[src/rtl/bsed_pkg.sv]
// ----------------------------------------------------------------------------
// bsed_pkg
// Shared types, widths and constants of the scan-line edge detector.
// ----------------------------------------------------------------------------
`default_nettype none

package bsed_pkg;

    localparam int FRACTION_BITS_DEF = 5;
    localparam int POSITION_BITS_DEF = 16;

    localparam int SAMPLE_W = 8;
    localparam int THR_W    = 8;
    localparam int SLOPE_W  = 9;
    localparam int DIFF2_W  = 11;

    localparam logic [THR_W-1:0] MIN_THR_RESET = 8'd8;
    localparam logic [THR_W-1:0] THR_RESET     = 8'd8;

    localparam logic [1:0] SIGN_ZERO = 2'b00;
    localparam logic [1:0] SIGN_POS  = 2'b01;
    localparam logic [1:0] SIGN_NEG  = 2'b11;

    typedef logic signed [SLOPE_W-1:0] slope_t;
    typedef logic signed [DIFF2_W-1:0] diff2_t;

    typedef enum logic [2:0] {
        B_IDLE,
        B_MUL,
        B_TGO,
        B_TDIV,
        B_CMP,
        B_RES,
        B_IGO,
        B_IDIV
    } back_state_t;

endpackage

`default_nettype wire

[src/rtl/bsed_div.sv]
// ----------------------------------------------------------------------------
// bsed_div
// Restoring unsigned divider, one quotient bit per cycle.
// ----------------------------------------------------------------------------
`default_nettype none

module bsed_div
    import bsed_pkg::*;
#(
    parameter int DVD_W = 29,
    parameter int DVS_W = 21
)
(
    input  wire logic             clk,
    input  wire logic             rst_n,
    input  wire logic             start,
    input  wire logic [DVD_W-1:0] dividend,
    input  wire logic [DVS_W-1:0] divisor,
    output logic                  done,
    output logic      [DVD_W-1:0] quotient
);

    localparam int CNT_W = $clog2(DVD_W + 1);

    logic [DVD_W-1:0] dvd_reg, dvd_next;
    logic [DVS_W:0]   rem_reg, rem_next;
    logic [DVS_W-1:0] dvs_reg;
    logic [CNT_W-1:0] cnt_reg, cnt_next;
    logic             busy_reg, busy_next;
    logic             done_reg, done_next;
    logic [DVS_W:0]   shifted;
    logic             fits;

    always_comb
    begin
        shifted   = {rem_reg[DVS_W-1:0], dvd_reg[DVD_W-1]};
        fits      = shifted >= {1'b0, dvs_reg};
        rem_next  = rem_reg;
        dvd_next  = dvd_reg;
        cnt_next  = cnt_reg;
        busy_next = busy_reg;
        done_next = 1'b0;
        if (start)
        begin
            rem_next  = '0;
            dvd_next  = dividend;
            cnt_next  = '0;
            busy_next = 1'b1;
        end
        else if (busy_reg)
        begin
            rem_next = fits ? (shifted - {1'b0, dvs_reg}) : shifted;
            dvd_next = {dvd_reg[DVD_W-2:0], fits};
            cnt_next = cnt_reg + 1'b1;
            if (cnt_reg == CNT_W'(DVD_W - 1))
            begin
                busy_next = 1'b0;
                done_next = 1'b1;
            end
        end
    end

    always_ff @(posedge clk or negedge rst_n)
    begin
        if (!rst_n)
        begin
            busy_reg <= 1'b0;
            done_reg <= 1'b0;
            cnt_reg  <= '0;
        end
        else
        begin
            busy_reg <= busy_next;
            done_reg <= done_next;
            cnt_reg  <= cnt_next;
        end
    end

    always_ff @(posedge clk)
    begin
        rem_reg <= rem_next;
        dvd_reg <= dvd_next;
        if (start)
        begin
            dvs_reg <= divisor;
        end
    end

    assign done     = done_reg;
    assign quotient = dvd_reg;

endmodule

`default_nettype wire

[src/rtl/bsed_queue.sv]
// ----------------------------------------------------------------------------
// bsed_queue
// Two-entry queue of candidate edges between the front and the back end.
// ----------------------------------------------------------------------------
`default_nettype none

module bsed_queue
    import bsed_pkg::*;
#(
    parameter int DATA_W = 47
)
(
    input  wire logic              clk,
    input  wire logic              rst_n,
    input  wire logic              push,
    input  wire logic [DATA_W-1:0] push_data,
    input  wire logic              pop,
    output logic      [DATA_W-1:0] head,
    output logic                   full,
    output logic                   empty
);

    logic [DATA_W-1:0] mem_reg [2];
    logic              wr_ptr_reg, rd_ptr_reg;
    logic [1:0]        count_reg, count_next;

    always_comb
    begin
        count_next = count_reg;
        if (push && !pop)
        begin
            count_next = count_reg + 2'd1;
        end
        else if (pop && !push)
        begin
            count_next = count_reg - 2'd1;
        end
    end

    always_ff @(posedge clk or negedge rst_n)
    begin
        if (!rst_n)
        begin
            wr_ptr_reg <= 1'b0;
            rd_ptr_reg <= 1'b0;
            count_reg  <= '0;
        end
        else
        begin
            count_reg <= count_next;
            if (push)
            begin
                wr_ptr_reg <= ~wr_ptr_reg;
            end
            if (pop)
            begin
                rd_ptr_reg <= ~rd_ptr_reg;
            end
        end
    end

    always_ff @(posedge clk)
    begin
        if (push)
        begin
            mem_reg[wr_ptr_reg] <= push_data;
        end
    end

    assign head  = mem_reg[rd_ptr_reg];
    assign full  = count_reg == 2'd2;
    assign empty = count_reg == 2'd0;

endmodule

`default_nettype wire

[src/rtl/bsed_front.sv]
// ----------------------------------------------------------------------------
// bsed_front
// Smooths samples, forms slopes and second differences, and queues crossings.
// ----------------------------------------------------------------------------
`default_nettype none

module bsed_front
    import bsed_pkg::*;
#(
    parameter int POSITION_BITS = POSITION_BITS_DEF
)
(
    input  wire logic                     clk,
    input  wire logic                     rst_n,
    input  wire logic                     in_valid,
    output logic                          in_stall,
    input  wire logic [SAMPLE_W-1:0]      sample,
    input  wire logic                     q_full,
    output logic                          push,
    output logic      [POSITION_BITS-1:0] push_pos,
    output slope_t                        push_s1,
    output diff2_t                        push_d1,
    output diff2_t                        push_d2
);

    logic                     started_reg;
    logic [POSITION_BITS-1:0] pos_reg;
    logic [SAMPLE_W-1:0]      h1_reg, h2_reg, h3_reg;
    logic                     accept;
    logic signed [9:0]        delta, delta_adj, delta_half, avg_sum;
    logic [SAMPLE_W-1:0]      a0, a1, a2, a3;
    diff2_t                   e0, e1, e2, e3, s1w, s2w, s1_abs, s2_abs, d1, d2;
    logic                     crossing;

    always_comb
    begin
        a1         = h1_reg;
        a2         = started_reg ? h2_reg : sample;
        a3         = started_reg ? h3_reg : sample;
        delta      = $signed({2'b00, sample}) - $signed({2'b00, h1_reg}) + 10'sd1;
        // Rounding toward zero for a negative odd difference.
        delta_adj  = delta + $signed({9'b0, delta[9]});
        delta_half = delta_adj >>> 1;
        avg_sum    = $signed({2'b00, h1_reg}) + delta_half;
        a0         = started_reg ? avg_sum[SAMPLE_W-1:0] : sample;
        e0         = $signed({3'b000, a0});
        e1         = $signed({3'b000, a1});
        e2         = $signed({3'b000, a2});
        e3         = $signed({3'b000, a3});
        s1w        = e0 - e2;
        s2w        = e1 - e3;
        s1_abs     = s1w[DIFF2_W-1] ? -s1w : s1w;
        s2_abs     = s2w[DIFF2_W-1] ? -s2w : s2w;
        d1         = e0 - (e1 <<< 1) + e2;
        d2         = e1 - (e2 <<< 1) + e3;
        crossing   = (d1 == '0) || ((d1 > 0) ? (d2 < 0) : (d2 > 0));
    end

    assign in_stall = q_full;
    assign accept   = in_valid && !q_full;
    assign push     = accept && crossing;
    assign push_pos = pos_reg;
    assign push_s1  = (s1_abs < s2_abs) ? s2w[SLOPE_W-1:0] : s1w[SLOPE_W-1:0];
    assign push_d1  = d1;
    assign push_d2  = d2;

    always_ff @(posedge clk or negedge rst_n)
    begin
        if (!rst_n)
        begin
            started_reg <= 1'b0;
            pos_reg     <= '0;
            h1_reg      <= '0;
            h2_reg      <= '0;
            h3_reg      <= '0;
        end
        else if (accept)
        begin
            started_reg <= 1'b1;
            pos_reg     <= pos_reg + 1'b1;
            h1_reg      <= a0;
            h2_reg      <= started_reg ? h1_reg : sample;
            h3_reg      <= started_reg ? h2_reg : sample;
        end
    end

endmodule

`default_nettype wire

[src/rtl/bsed_back.sv]
// ----------------------------------------------------------------------------
// bsed_back
// Applies the adaptive threshold, reports finished elements and interpolates.
// ----------------------------------------------------------------------------
`default_nettype none

module bsed_back
    import bsed_pkg::*;
#(
    parameter int FRACTION_BITS = FRACTION_BITS_DEF,
    parameter int POSITION_BITS = POSITION_BITS_DEF,
    parameter int EDGE_W        = POSITION_BITS + FRACTION_BITS,
    parameter int DVD_W         = THR_W + EDGE_W,
    parameter int DVS_W         = (EDGE_W > 12) ? EDGE_W : 12
)
(
    input  wire logic                     clk,
    input  wire logic                     rst_n,
    input  wire logic [THR_W-1:0]         min_thr,
    input  wire logic                     q_empty,
    input  wire logic [POSITION_BITS-1:0] q_pos,
    input  wire slope_t                   q_s1,
    input  wire diff2_t                   q_d1,
    input  wire diff2_t                   q_d2,
    output logic                          q_pop,
    output logic                          div_start,
    output logic      [DVD_W-1:0]         div_dividend,
    output logic      [DVS_W-1:0]         div_divisor,
    input  wire logic                     div_done,
    input  wire logic [DVD_W-1:0]         div_quot,
    output logic                          out_valid,
    input  wire logic                     out_stall,
    output logic      [EDGE_W-1:0]        edge_width,
    output logic                          is_bar
);

    localparam int NUM_W = DIFF2_W + FRACTION_BITS + 1;

    back_state_t              state_reg, state_next;
    logic [POSITION_BITS-1:0] pos_reg;
    slope_t                   s1_reg;
    diff2_t                   d1_reg, d2_reg;
    logic [THR_W-1:0]         thr_reg, thr_next;
    logic [THR_W-1:0]         eff_reg, eff_next;
    logic [EDGE_W-1:0]        track_reg, track_next;
    logic [EDGE_W-1:0]        pedge_reg, pedge_next;
    logic [EDGE_W-1:0]        pwidth_reg, pwidth_next;
    logic [1:0]               sign_reg, sign_next;
    logic [DVD_W-1:0]         prod_reg, prod_next;
    logic                     res_reg, res_next;
    logic                     ov_reg, ov_next;
    logic [EDGE_W-1:0]        ow_reg, ow_next;
    logic                     ob_reg, ob_next;

    logic [EDGE_W-1:0]        pos_fix, span, pw_new, edge_off, quot_s;
    logic [DVD_W-1:0]         t_round, thr_ext;
    logic [THR_W-1:0]         s1_abs, half;
    logic signed [9:0]        hv, hv_adj, hh;
    logic                     reversal, pass, skip_thr, thr_sat, out_free, direct;
    logic signed [DIFF2_W:0]  diff;
    logic [DIFF2_W:0]         diff_abs;
    logic signed [NUM_W-1:0]  num;
    logic [NUM_W-1:0]         num_abs;
    logic                     neg;

    always_comb
    begin
        pos_fix  = {pos_reg, {FRACTION_BITS{1'b0}}};
        span     = pos_fix - pedge_reg;
        t_round  = ((div_quot >> (FRACTION_BITS + 1)) + 1'b1) >> 1;
        thr_ext  = DVD_W'(thr_reg);
        thr_sat  = (t_round >= thr_ext) || ((thr_ext - t_round) < DVD_W'(min_thr));
        skip_thr = (thr_reg <= min_thr) || (pwidth_reg == '0);
        s1_abs   = s1_reg[SLOPE_W-1] ? THR_W'(-s1_reg) : s1_reg[THR_W-1:0];
        pass     = eff_reg < s1_abs;
        reversal = (sign_reg == SIGN_POS) ? (s1_reg < 0) : (s1_reg > 0);
        pw_new   = track_reg - pedge_reg;
        hv       = 10'(s1_reg) + 10'sd1;
        hv_adj   = hv + $signed({9'b0, hv[9]});
        hh       = hv_adj >>> 1;
        half     = hh[9] ? THR_W'(-hh) : hh[THR_W-1:0];
        diff     = (DIFF2_W + 1)'(d1_reg) - (DIFF2_W + 1)'(d2_reg);
        diff_abs = diff[DIFF2_W] ? (DIFF2_W + 1)'(-diff) : diff;
        num      = (NUM_W'(d1_reg) <<< FRACTION_BITS) + NUM_W'(1);
        num_abs  = num[NUM_W-1] ? NUM_W'(-num) : num;
        neg      = num[NUM_W-1] ^ diff[DIFF2_W];
        direct   = (diff == '0) || (d1_reg == '0);
        quot_s   = neg ? EDGE_W'(-div_quot[EDGE_W-1:0]) : div_quot[EDGE_W-1:0];
        edge_off = (diff == '0) ? EDGE_W'(1 << (FRACTION_BITS - 1))
                                : EDGE_W'(1 << FRACTION_BITS);
        out_free = !ov_reg || !out_stall;
    end

    // Next state.
    always_comb
    begin
        state_next = state_reg;
        case (state_reg)
            B_IDLE: state_next = q_empty ? B_IDLE : B_MUL;
            B_MUL:  state_next = skip_thr ? B_CMP : B_TGO;
            B_TGO:  state_next = B_TDIV;
            B_TDIV: state_next = div_done ? B_CMP : B_TDIV;
            B_CMP:  state_next = pass ? B_RES : B_IDLE;
            B_RES:
            begin
                if (!res_reg || out_free)
                begin
                    state_next = direct ? B_IDLE : B_IGO;
                end
            end
            B_IGO:  state_next = B_IDIV;
            B_IDIV: state_next = div_done ? B_IDLE : B_IDIV;
            default: state_next = B_IDLE;
        endcase
    end

    // Outputs and datapath updates.
    always_comb
    begin
        q_pop        = 1'b0;
        div_start    = 1'b0;
        div_dividend = DVD_W'(num_abs);
        div_divisor  = DVS_W'(diff_abs);
        thr_next     = thr_reg;
        eff_next     = eff_reg;
        track_next   = track_reg;
        pedge_next   = pedge_reg;
        pwidth_next  = pwidth_reg;
        sign_next    = sign_reg;
        prod_next    = prod_reg;
        res_next     = res_reg;
        ov_next      = ov_reg && out_stall;
        ow_next      = ow_reg;
        ob_next      = ob_reg;
        case (state_reg)
            B_IDLE:
            begin
                q_pop = !q_empty;
            end
            B_MUL:
            begin
                eff_next  = min_thr;
                prod_next = DVD_W'(thr_reg) * DVD_W'(span);
            end
            B_TGO:
            begin
                div_start    = 1'b1;
                div_dividend = prod_reg;
                div_divisor  = DVS_W'(pwidth_reg);
            end
            B_TDIV:
            begin
                div_dividend = prod_reg;
                div_divisor  = DVS_W'(pwidth_reg);
                if (div_done)
                begin
                    if (thr_sat)
                    begin
                        thr_next = min_thr;
                        eff_next = min_thr;
                    end
                    else
                    begin
                        eff_next = thr_reg - t_round[THR_W-1:0];
                    end
                end
            end
            B_CMP:
            begin
                res_next = 1'b0;
                if (pass && reversal)
                begin
                    pwidth_next = pw_new;
                    pedge_next  = track_reg;
                    thr_next    = (half < min_thr) ? min_thr : half;
                    if (pw_new != '0)
                    begin
                        sign_next = (s1_reg > 0) ? SIGN_POS : SIGN_NEG;
                        res_next  = 1'b1;
                    end
                end
            end
            B_RES:
            begin
                if (!res_reg || out_free)
                begin
                    if (res_reg)
                    begin
                        ov_next  = 1'b1;
                        ow_next  = pwidth_reg;
                        ob_next  = s1_reg > 0;
                        res_next = 1'b0;
                    end
                    if (direct)
                    begin
                        track_next = edge_off + pos_fix;
                    end
                end
            end
            B_IGO:
            begin
                div_start = 1'b1;
            end
            B_IDIV:
            begin
                if (div_done)
                begin
                    track_next = EDGE_W'(1 << FRACTION_BITS) - quot_s + pos_fix;
                end
            end
            default:
            begin
                q_pop = 1'b0;
            end
        endcase
    end

    always_ff @(posedge clk or negedge rst_n)
    begin
        if (!rst_n)
        begin
            state_reg  <= B_IDLE;
            thr_reg    <= THR_RESET;
            track_reg  <= '0;
            pedge_reg  <= '0;
            pwidth_reg <= '0;
            sign_reg   <= SIGN_ZERO;
            res_reg    <= 1'b0;
            ov_reg     <= 1'b0;
        end
        else
        begin
            state_reg  <= state_next;
            thr_reg    <= thr_next;
            track_reg  <= track_next;
            pedge_reg  <= pedge_next;
            pwidth_reg <= pwidth_next;
            sign_reg   <= sign_next;
            res_reg    <= res_next;
            ov_reg     <= ov_next;
        end
    end

    always_ff @(posedge clk)
    begin
        eff_reg  <= eff_next;
        prod_reg <= prod_next;
        ow_reg   <= ow_next;
        ob_reg   <= ob_next;
        if (q_pop)
        begin
            pos_reg <= q_pos;
            s1_reg  <= q_s1;
            d1_reg  <= q_d1;
            d2_reg  <= q_d2;
        end
    end

    assign out_valid  = ov_reg;
    assign edge_width = ow_reg;
    assign is_bar     = ob_reg;

`ifndef SYNTH
    assert property (@(posedge clk) disable iff (!rst_n)
        (state_reg == B_IDLE && !q_empty) |=> (state_reg == B_MUL))
        else $error("queued candidate was not taken up");

    assert property (@(posedge clk) disable iff (!rst_n)
        div_done |-> (state_reg == B_TDIV || state_reg == B_IDIV))
        else $error("divider finished outside a wait state");

    assert property (@(posedge clk) disable iff (!rst_n)
        (sign_reg == SIGN_POS || sign_reg == SIGN_NEG || sign_reg == SIGN_ZERO))
        else $error("slope sign holds an invalid code");

    assert property (@(posedge clk) disable iff (!rst_n)
        (out_valid && out_stall) |=> (out_valid && $stable(edge_width)))
        else $error("stalled result was overwritten");
`endif

endmodule

`default_nettype wire

[src/rtl/barcode_scanline_edge_detector.sv]
// A sample without a second-difference crossing is absorbed by the front end alone.
// A crossing is queued; the back end pops it and steps through MUL, CMP and, if it
// passes, RES, with serial divisions for threshold decay and interpolation as needed.
// Throughput: one sample per cycle until the two-entry queue fills; then the
// back end's shared one-bit-per-cycle divider sets the rate.
// Reset: asynchronous, active low; clears all control and edge tracking state.
`default_nettype none

module barcode_scanline_edge_detector
    import bsed_pkg::*;
#(
    parameter int FRACTION_BITS = FRACTION_BITS_DEF,
    parameter int POSITION_BITS = POSITION_BITS_DEF
)
(
    input  wire logic                                   clk,
    input  wire logic                                   rst_n,
    input  wire logic                                   in_valid,
    output logic                                        in_stall,
    input  wire logic [SAMPLE_W-1:0]                    sample,
    output logic                                        out_valid,
    input  wire logic                                   out_stall,
    output logic      [POSITION_BITS+FRACTION_BITS-1:0] edge_width,
    output logic                                        is_bar,
    input  wire logic                                   cfg_valid,
    output logic                                        cfg_ready,
    input  wire logic [THR_W-1:0]                       cfg_data
);

    localparam int EDGE_W = POSITION_BITS + FRACTION_BITS;
    localparam int DVD_W  = THR_W + EDGE_W;
    localparam int DVS_W  = (EDGE_W > 12) ? EDGE_W : 12;
    localparam int Q_W    = POSITION_BITS + SLOPE_W + 2 * DIFF2_W;

    logic [THR_W-1:0]         min_thr_reg;
    logic                     push, q_full, q_empty, q_pop;
    logic [POSITION_BITS-1:0] push_pos, q_pos;
    slope_t                   push_s1, q_s1;
    diff2_t                   push_d1, push_d2, q_d1, q_d2;
    logic [Q_W-1:0]           q_head;
    logic                     div_start, div_done;
    logic [DVD_W-1:0]         div_dividend, div_quot;
    logic [DVS_W-1:0]         div_divisor;

    assign cfg_ready = 1'b1;

    always_ff @(posedge clk or negedge rst_n)
    begin
        if (!rst_n)
        begin
            min_thr_reg <= MIN_THR_RESET;
        end
        else if (cfg_valid && cfg_ready)
        begin
            min_thr_reg <= cfg_data;
        end
    end

    bsed_front #(
        .POSITION_BITS (POSITION_BITS)
    ) u_front (
        .clk      (clk),
        .rst_n    (rst_n),
        .in_valid (in_valid),
        .in_stall (in_stall),
        .sample   (sample),
        .q_full   (q_full),
        .push     (push),
        .push_pos (push_pos),
        .push_s1  (push_s1),
        .push_d1  (push_d1),
        .push_d2  (push_d2)
    );

    bsed_queue #(
        .DATA_W (Q_W)
    ) u_queue (
        .clk       (clk),
        .rst_n     (rst_n),
        .push      (push),
        .push_data ({push_pos, push_s1, push_d1, push_d2}),
        .pop       (q_pop),
        .head      (q_head),
        .full      (q_full),
        .empty     (q_empty)
    );

    assign {q_pos, q_s1, q_d1, q_d2} = q_head;

    bsed_div #(
        .DVD_W (DVD_W),
        .DVS_W (DVS_W)
    ) u_div (
        .clk      (clk),
        .rst_n    (rst_n),
        .start    (div_start),
        .dividend (div_dividend),
        .divisor  (div_divisor),
        .done     (div_done),
        .quotient (div_quot)
    );

    bsed_back #(
        .FRACTION_BITS (FRACTION_BITS),
        .POSITION_BITS (POSITION_BITS),
        .EDGE_W        (EDGE_W),
        .DVD_W         (DVD_W),
        .DVS_W         (DVS_W)
    ) u_back (
        .clk          (clk),
        .rst_n        (rst_n),
        .min_thr      (min_thr_reg),
        .q_empty      (q_empty),
        .q_pos        (q_pos),
        .q_s1         (q_s1),
        .q_d1         (q_d1),
        .q_d2         (q_d2),
        .q_pop        (q_pop),
        .div_start    (div_start),
        .div_dividend (div_dividend),
        .div_divisor  (div_divisor),
        .div_done     (div_done),
        .div_quot     (div_quot),
        .out_valid    (out_valid),
        .out_stall    (out_stall),
        .edge_width   (edge_width),
        .is_bar       (is_bar)
    );

endmodule

`default_nettype wire

[config.mk]
export PLATFORM = sky130hd
export DESIGN_NAME = barcode_scanline_edge_detector
export DESIGN_NICKNAME = d
export VERILOG_FILES = /design/src/rtl/bsed_pkg.sv /design/src/rtl/bsed_div.sv /design/src/rtl/bsed_queue.sv /design/src/rtl/bsed_front.sv /design/src/rtl/bsed_back.sv /design/src/rtl/barcode_scanline_edge_detector.sv
export SDC_FILE = /design/constraint.sdc
export NUM_CORES = 1
export LEC_CHECK = 0
export ABC_AREA = 0
export BUFFER_PORTS_ARGS = -buffer_cell sky130_fd_sc_hd__buf_4
export CELL_PAD_IN_SITES_DETAIL_PLACEMENT = 0
export CELL_PAD_IN_SITES_GLOBAL_PLACEMENT = 2
export CORE_UTILIZATION = 46
export DETAILED_ROUTE_END_ITERATION = 6
export HOLD_SLACK_MARGIN = 0.12
export PLACE_DENSITY = 0.94
export SYNTH_ARGS = -nofsm -noshare
export SYNTH_HDL_FRONTEND = slang
export SYNTH_SLANG_ARGS = --single-unit
[constraint.sdc]
create_clock -name clk -period 24.6 [get_ports clk]
set_clock_uncertainty 0.2 [all_clocks]
set_input_delay 2.46 -clock clk [delete_from_list [all_inputs] [get_ports clk]]
set_output_delay 2.46 -clock clk [all_outputs]
set_load 0.02 [all_outputs]
==> summary.md <==
| Metric | Value |
|---|---|
| Clk pin slew, worst setup/hold paths | `0.06 ns` |
| Pre-antenna DRT Iters | `6` |
| CTS Buf Count | `45` |
| Worst path top cell family by delay | `compound AO/OA/AOI/OAI gates` |
| Nets | `approximately 3600` |
| Warnings from Yosys | `0` |
| Met3 usage | `under 10%` |
| Pin count of the biggest net entering global routing | `71` |
| Die width | `~260 um` |
| Worst EP arrival | `10.43 ns` |
| Tot GR Track Use | `roughly 23%` |
| Cts repair resizes | `0` |
| Htree depth | `2` |
| Hpwl dp | `roughly 59000 um` |
| Via count | `about 23000` |
| Initial antenna violation count | `0` |
| Post-synth top area cell | `edfxtp_1` |
| Critical path endpoint category | `flip-flop` |
| Global route overflow | `0` |
| Wire per inst | `between 15 and 20 um` |
| Synth-to-layout area growth | `9.081%` |
| Vias/cell | `5.589` |
| Die H | `between 200 and 300 um` |
| Actual slew at the worst max-slew pin | `~1.2 ns` |
| M1 GR Usage | `between 30% and 40%` |
| Critical Path Max Stage Delay | `0.61 ns` |
| Yosys cell types | `78` |
| Placed cell areas | `approximately 32000 sq um` |
| Ys async rst share | `about a third` |
| Vias in the first global route | `~23000` |
| Max Clk Rate | `between 90 and 100 MHz` |
| Status | `finished, final reports clean` |
| Final hold viol count | `0` |
| Synth area leaders | `edfxtp_1 (24%), ha_1 (11%), dfrtp_1 (11%)` |
| Setup_tns | `0 ns` |
| Syn Inst Count | `approximately 3200` |
| Yosys reg bits | `~410` |
| Post-CTS setup buffers | `0` |
| Floorplan row count | `95` |
| Setup violators final | `0` |
| Final wirelength | `a little under 80000 um` |
| Netlist Area Pre-Place | `roughly 31000 sq um` |
| Starting Density | `a little under half` |
| Final Instance Area | `around 34000 sq um` |
| Max reg flops | `between 90 and 100` |
| Post-synth EDFFs | `250` |
| Syn_area_per_cell | `a little under 10 sq um` |
| TritonCTS clock tree | `built` |
| RePlAce Congestion | `~0.93` |
| I/O pin count | `46` |
| Share of cells above drive strength 1 | `under 10%` |
| Rel. slew slack | `between 20% and 30%` |
| Die footprint | `just under 70000 sq um` |
| Top cell type's share of synthesized area | `between 20% and 30%` |
| Clk buf depth | `3` |
| Clk Latency, worst-skew pair | `0.60 ns` |
| Clk sinks | `409` |
| CP startpoint kind | `primary input` |
| Fill cell count | `6123` |
| Residual DRC | `0` |
| Initial DRC count | `1422` |
| CP Buf/Inv Count | `4` |
| Unrepaired setup endpoints after global routing | `no` |
| Met2 usage | `37.32%` |
| CP Class | `in2reg` |
| Post-route ant nets | `0` |
| IO buf count | `44` |
| Max-slew violations | `0` |
| Hold_buf cts | `0` |
| Post-synthesis sequential area ratio | `36.56%` |
| Final period utilization | `a little over two fifths` |
| Worst Path Required | `~25 ns` |
| Clock Root Buffer | `clkbuf_16` |
| Max-cap viol count | `0` |
| Hold Crit Class | `reg2reg` |
| Post-layout min period | `approximately 10 ns` |
| First-pass GRT wire length | `between 100000 and 150000 um` |
| Top FF cell, synth | `edfxtp_1` |
| Worst-path maximum fanout | `25` |
| Grt peak-use layer | `met2` |
| Worst path slowest cell | `nor2b_4` |
| Core Area | `approximately 67000 sq um` |
==> cell usage in the layout (no fill, tap or decap), types with 46 or more instances in the layout <==
cell type,n
and2_1,93
xor2_1,109
a21o_1,70
buf_4,69
nand2_1,342
fa_1,126
dfrtp_1,135
xnor2_1,179
a21oi_1,193
mux2_2,68
nand2b_1,49
edfxtp_1,250
clkbuf_16,46
inv_1,281
o21ai_0,211
nand3_1,46
nor2b_1,51
nor2_1,175
ha_1,273
==> path summary, 6_finish.rpt <==
| kind | from | to | slack, ns | depth (start not counted) |
|---|---|---|---|---|
| min reg2reg | u_front.h2_reg[3] | u_front.h2_reg[3] | 0.28 | 2 |
| max in group asynchronous | rst_n | u_front.h3_reg[3] | 21.04 | 2 |
| max | sample[0] | u_queue.mem_reg[0][28] | 14.24 | 38 |
| max reg2reg | u_front.a1[1] | u_queue.mem_reg[0][28] | 15.57 | 35 |
| min in group asynchronous | rst_n | u_back.pwidth_reg[2] | 1.67 | 1 |
| min | u_front.h2_reg[3] | u_front.h2_reg[3] | 0.28 | 2 |
==> worst reg2reg max path: cells and delay by family, from the launching register on <==
| family | cells | cell delay [ns] |
|---|---|---|
| compound gates | 16 | 3.12 |
| xor+xnor | 7 | 1.15 |
| fa+ha+maj | 5 | 1.63 |
| buf+inv | 2 | 0.71 |
| flops | 1 | 0.59 |
| simple gates | 5 | 1.28 |
==> cells by family after synthesis <==
kind of cell | count (synthesis) | synth area share, %
AO/OA/AOI/OAI | 672 | 13.18
XOR/XNOR | 288 | 8.101
adder cells (fa/ha/maj) | 399 | 19.07
buffers and inverters | 393 | 4.766
flip-flops | 409 | 36.56
multiplexers | 105 | 3.649
other | 2 | 0.02412
AND/OR/NAND/NOR | 940 | 14.65
==> layer usage <==
| metal | up-vias | share of wire (%) |
|---|---|---|
| met2 | 554 | 46 |
| met4 | 0 | 2.6 |
| met3 | 110 | 5.0 |
| met5 | - | 0 |
| li1 | 11140 | - |
| met1 | 11270 | 46 |
==> through the flow <==
step	utilization [%]	cells	hold slack (ns)	setup slack, ns
floorplan	-	3211	0.2346	13.38
global placement	48.30	4042	0.2491	13.80
detailed placement	48.30	4042	0.2698	13.61
CTS	50.66	4126	0.2828	14.23
global route	50.66	4126	0.3161	13.47
finish	50.66	4127	0.2832	14.24
==> cell type report <==
type	count	area, sq um	area share (%)
sequential	409	11380	33.52
inverter	281	1055	3.105
multi-input combinational	2409	18320	53.93
tap	873	1092	3.216
timing repair buffer	70	529.3	1.558
antenna	1	2.502	0.007368
clock inverter	30	371.6	1.094
clock buffer	54	1211	3.566
==> cells in the mapped netlist, types with 24 or more instances <==
cell and n:
nor2b_1 53, clkbuf_1 101, edfxtp_1 250, nor2_1 176
nand2b_1 50, mux2_2 68, fa_1 126, xnor2_1 179
xor2_1 109, ha_1 273, nand3_1 46, o31ai_1 25
mux2i_1 37, nand4_1 29, nand2_1 342, a21o_1 70
nor3_1 39, and3_1 24, and2_1 94, dfrtp_1 136
a21oi_1 194, inv_1 281, o21ai_0 211
Power is left out: the tool's default activity adds up to more than one toggle a clock period on the data nets, which glitch-free logic cannot reach.
